## config.mk

```make
export PLATFORM = sky130hd
export DESIGN_NAME = lcmt_csr
export DESIGN_NICKNAME = d
export VERILOG_FILES = /design/src/sv/lcmt_pkg.sv /design/src/sv/lcmt_csr.sv
export SDC_FILE = /design/constraint.sdc
export NUM_CORES = 1
export LEC_CHECK = 0
export BUFFER_PORTS_ARGS = -buffer_cell sky130_fd_sc_hd__buf_2
export CORE_UTILIZATION = 35
export CTS_BUF_LIST = sky130_fd_sc_hd__clkbuf_2
export DETAILED_ROUTE_END_ITERATION = 8
export HOLD_SLACK_MARGIN = 0.05
export PLACE_DENSITY = 0.87
export SKIP_LAST_GASP = 1
export SLEW_MARGIN = 0
export SYNTH_ARGS = -nofsm -noshare
export SYNTH_HDL_FRONTEND = slang
export SYNTH_SLANG_ARGS = --single-unit
```

## constraint.sdc

```tcl
create_clock -name clock -period 1 [get_ports clock]
set_input_delay 0.15 -clock clock [delete_from_list [all_inputs] [get_ports clock]]
set_output_delay 0.15 -clock clock [all_outputs]
set_load 0.03 [all_outputs]
```

## src/sv/lcmt_pkg.sv

```systemverilog
// Shared constants, codes and types for the link cluster merge tracker.
// No dependencies; every other file of the block refers to this package.
package lcmt_pkg;

   // Default sizing of the node and label tables
   localparam int NODE_COUNT_DEFAULT  = 1024;
   localparam int LABEL_COUNT_DEFAULT = 512;

   // Transaction field widths
   localparam int OPCODE_W      = 1;
   localparam int NODE_FIELD_W  = 10;
   localparam int STATUS_W      = 2;
   localparam int KIND_W        = 2;
   localparam int LABEL_FIELD_W = 9;
   localparam int SIZE_FIELD_W  = 11;
   localparam int COUNT_FIELD_W = 16;

   typedef logic [OPCODE_W-1:0] opcode_type;
   typedef logic [STATUS_W-1:0] status_type;
   typedef logic [KIND_W-1:0]   kind_type;

   // Opcodes
   localparam opcode_type OP_PLACE = 1'b0;
   localparam opcode_type OP_CLEAR = 1'b1;

   // Result status codes
   localparam status_type STATUS_PLACED    = 2'd0;
   localparam status_type STATUS_REJ_LIMIT = 2'd1;
   localparam status_type STATUS_CLEARED   = 2'd2;
   localparam status_type STATUS_REJ_EQUAL = 2'd3;

   // Event kinds
   localparam kind_type KIND_NEW      = 2'd0;
   localparam kind_type KIND_GROW     = 2'd1;
   localparam kind_type KIND_INTERNAL = 2'd2;
   localparam kind_type KIND_MERGE    = 2'd3;

   // Register port
   localparam int CSR_ADDR_W = 3;
   localparam int CSR_DATA_W = 32;
   localparam int REG_IDX_W  = CSR_ADDR_W - 2;
   localparam logic [REG_IDX_W-1:0] REG_MAX_LINKS = 1'b0;
   localparam logic [COUNT_FIELD_W-1:0] MAX_LINKS_RESET = 16'd4095;

endpackage

```

## src/sv/lcmt_csr.sv

```systemverilog
// APB-style register block holding the max_links limit.
// Depends on lcmt_pkg.
module lcmt_csr (
   input  logic                                clock,
   input  logic                                reset,
   input  logic                                psel,
   input  logic                                penable,
   input  logic                                pwrite,
   input  logic [lcmt_pkg::CSR_ADDR_W-1:0]     paddr,
   input  logic [lcmt_pkg::CSR_DATA_W-1:0]     pwdata,
   output logic [lcmt_pkg::CSR_DATA_W-1:0]     prdata,
   output logic                                pready,
   output logic [lcmt_pkg::COUNT_FIELD_W-1:0]  max_links
);

   logic [lcmt_pkg::REG_IDX_W-1:0]      reg_idx;
   logic                                wr_max_links;
   logic [lcmt_pkg::COUNT_FIELD_W-1:0]  max_links_ff;
   logic [lcmt_pkg::COUNT_FIELD_W-1:0]  max_links_in;

   assign reg_idx      = paddr[lcmt_pkg::CSR_ADDR_W-1:2];
   assign wr_max_links = psel && penable && pwrite && (reg_idx == lcmt_pkg::REG_MAX_LINKS);
   assign max_links_in = wr_max_links ? pwdata[lcmt_pkg::COUNT_FIELD_W-1:0] : max_links_ff;

   always_ff @(posedge clock) begin
      if (reset) begin
         max_links_ff <= lcmt_pkg::MAX_LINKS_RESET;
      end else begin
         max_links_ff <= max_links_in;
      end
   end

   always_comb begin
      prdata = '0;
      if (reg_idx == lcmt_pkg::REG_MAX_LINKS) begin
         prdata[lcmt_pkg::COUNT_FIELD_W-1:0] = max_links_ff;
      end
   end

   assign pready    = 1'b1;
   assign max_links = max_links_ff;

endmodule

```

==> reports/qor.yml <==
clock_network:
  clk_pin_slew_ps: 160
  cts_buffer_depth: 2
  clock-sinks: 16
  clkLatencyLatePin_ps: 280
  clockRootBuffer: "clkbuf_2"
  cts-htree-levels: 1
  hold_buffers: 0
  cts_tree: "done"
  cts_buffers: 3
placed_design:
  pre_cts_ws_ps: -70.47
  place_inst: 184
  dpl.hpwl_mm: 1.446
  io_buffer_count: 53
  place_area_sq_mm: 0.001212
  gp_congestion: 0.6186
floorplanning:
  fp.dieH_microns: 53.47
  rows: 18
  die_area_sq_mm: 0.002859
  io_pins: 89
  start_util_pct: 37.09
  die_w_microns: 53.47
  core_sq_mm: 0.002500
routing:
  viasPerCell: 4.286
  antenna_left: 0
  num_vias: 853
  routed_wl_mm: 2.481
  drc: 0
  drtIter0Drc: 6
  wl_per_cell_microns: 12.47
  first_pass_iters: 4
timing:
  fmax_mhz: 880.5
  finalWorstSetupSlack_ps: -135.7
  fin_skew_ps: 0
  finalSetupTns_ps: -1787
  fin_crit_ps: 1136
  hold_viol_final: 0
  maxSlewViolCount: 0
  fin_crit_sh_pct: 113.6
  finalSetupViolCount: 20
  rsz0062_at_grt: "yes"
synth:
  async_reset_ff_share_pct: 0
  synth.most_common_cell: "nor2_1"
  synth-seq-cells: 16
  synthFlopType: "dfxtp_1"
  synth-edff-count: 0
  netlist_instances: 106
  yosys_warnings: 0
  syn_area_per_cell_sq_um: 8.747
  synth_area_leaders: "dfxtp_1, mux2i_1, buf_4, nor2_1, nor2b_1"
  syn-cell-area_sq_um: 927.1
  ys_top_cells_by_count: "nor2_1, buf_4, dfxtp_1, mux2i_1, nor2b_1"
  yosysUniqueCellTypes: 12
  seq_area_frac_synth_pct: 34.55
  synth_top_cell_area_share_pct: 34.55
  synth_top_cell_by_area: "dfxtp_1"
job:
  cap_violations: 0
finish:
  drive_gt1_share_pct: 60.36
  final_nets: 210
  area_growth_pct: 70.04
  largest_register_ffs: 16
  n_fill_cell: 205
  stdcell_area_sq_mm: 0.001577
  fin_cells: 199
  antenna_cells: 0
critical_path:
  crit_start: "max_links[1]"
  crit_type: "reg2out"
  crit_chain: "and2b_2 > buf_6"
  critPathRequiredTime_ps: 850
  r2r_start: "max_links[13]"
  path_max_fanout: 3
  critPathArrivalTime_ps: 990
  reg2reg_slack_ps: 100
  cp_slowest_cell: "dfxtp_2"
  cpPeakStageDelay_ps: 360
  rr_worst_depth: 5
  end_kind: "primary output"
  worst_setup_path_start_kind: "register"
power:
  p_int_w: 0.0009466
  sw_frac_of_total_pct: 35.01
  combinationalPowerShare_pct: 34.0
  p_sw_w: 0.0005100
  power_density_mw_per_mm2: 923.9
  p_leak_nw: 0.7686
  seqPwrFrac_pct: 45.8
  clkPwrFrac_pct: 20.2
  p_total_w: 0.001457
  vdd_drop_max_mv: 0.5118
hold_path:
  hold_depth: 3
  worstHoldPathType: "in2reg"
  min_from: "pwdata[14]"
outcome:
  outcome: "complete, but fails checks"
  violations: "setup timing"
global_routing:
  grt_pass1_wl_mm: 3.249
  grt_usage_pct: 16.21
  grt_max_degree: 22
  grt_pass1_vias: 699
  overflow: 0
  antenna_found_initial: 0
==> final cells by class <==
| cell class | instances | area [sq um] | share of cell area [%] |
|---|---|---|---|
| clock buffer | 3 | 15.01 | 0.9524 |
| clock inverter | 1 | 3.754 | 0.2381 |
| multi-input combinational | 82 | 564.3 | 35.79 |
| sequential | 16 | 340.3 | 21.59 |
| tap | 30 | 37.54 | 2.381 |
| timing repair buffer | 67 | 615.6 | 39.05 |
==> cell families after synthesis <==
group         synth area share, %
buf+inv                     18.76
flops                       34.55
other cells                0.8100
mux                         17.27
simple gates                28.61
==> cells in the final DEF, fill, tap and decap left out <==
master    instances
buf_4             9
clkinv_1          1
nor2b_4          10
conb_1           17
mux2i_1          16
and2b_2           6
and4b_1           1
clkbuf_2          3
dfxtp_2          16
buf_12            3
buf_2            21
nor2_1           24
nand2b_1          8
buf_6            34
==> through the flow <==
stage,hold WS (ps),util (%)
5_1_grt,70.01,63.06
6_report,102.8,63.06
3_3_place_gp,405.3,48.50
4_1_cts,81.03,59.01
3_5_place_dp,416.5,48.50
2_1_floorplan,304.7,-
==> power by group through the flow <==
stage / Combinational (W) / Sequential [W] / Clock (W)
after CTS: 0.000472 / 0.000665 / 0.000304
after global routing: 0.000525 / 0.000670 / 0.000343
final: 0.000495 / 0.000668 / 0.000294
after detailed placement: 0.000395 / 0.000676 / 0
after floorplan: 0.000306 / 0.000703 / 0
after global placement: 0.000393 / 0.000675 / 0
==> routing by layer <==
metal	vias to the layer above	GRT usage, %	wire length, microns
met5	-	0	0
met4	0	6.579	6
met3	2	2.874	208
met2	51	29.79	1244
met1	377	17.92	1021
li1	423	-	-
==> worst max-delay path, delay by kind of cell (launching register included) <==
kind	cells	cell delay (ps)
DFF	1	360
buffers and inverters	1	140
and+or+nand+nor	1	200
==> worst paths after layout <==
path / endpoint
setup / recovery: prdata[1]
hold / removal: max_links[14]
setup reg to reg: max_links[13]
hold reg to reg: max_links[14]
==> timing repair <==
item / 4_1_cts / 5_1_grt
buffers inserted: 6 / 5
resized for setup: 71 / 21
pin swaps: 0 / 0
endpoints found under the setup margin: 32 / 32
(Power assumes the default switching activity.)
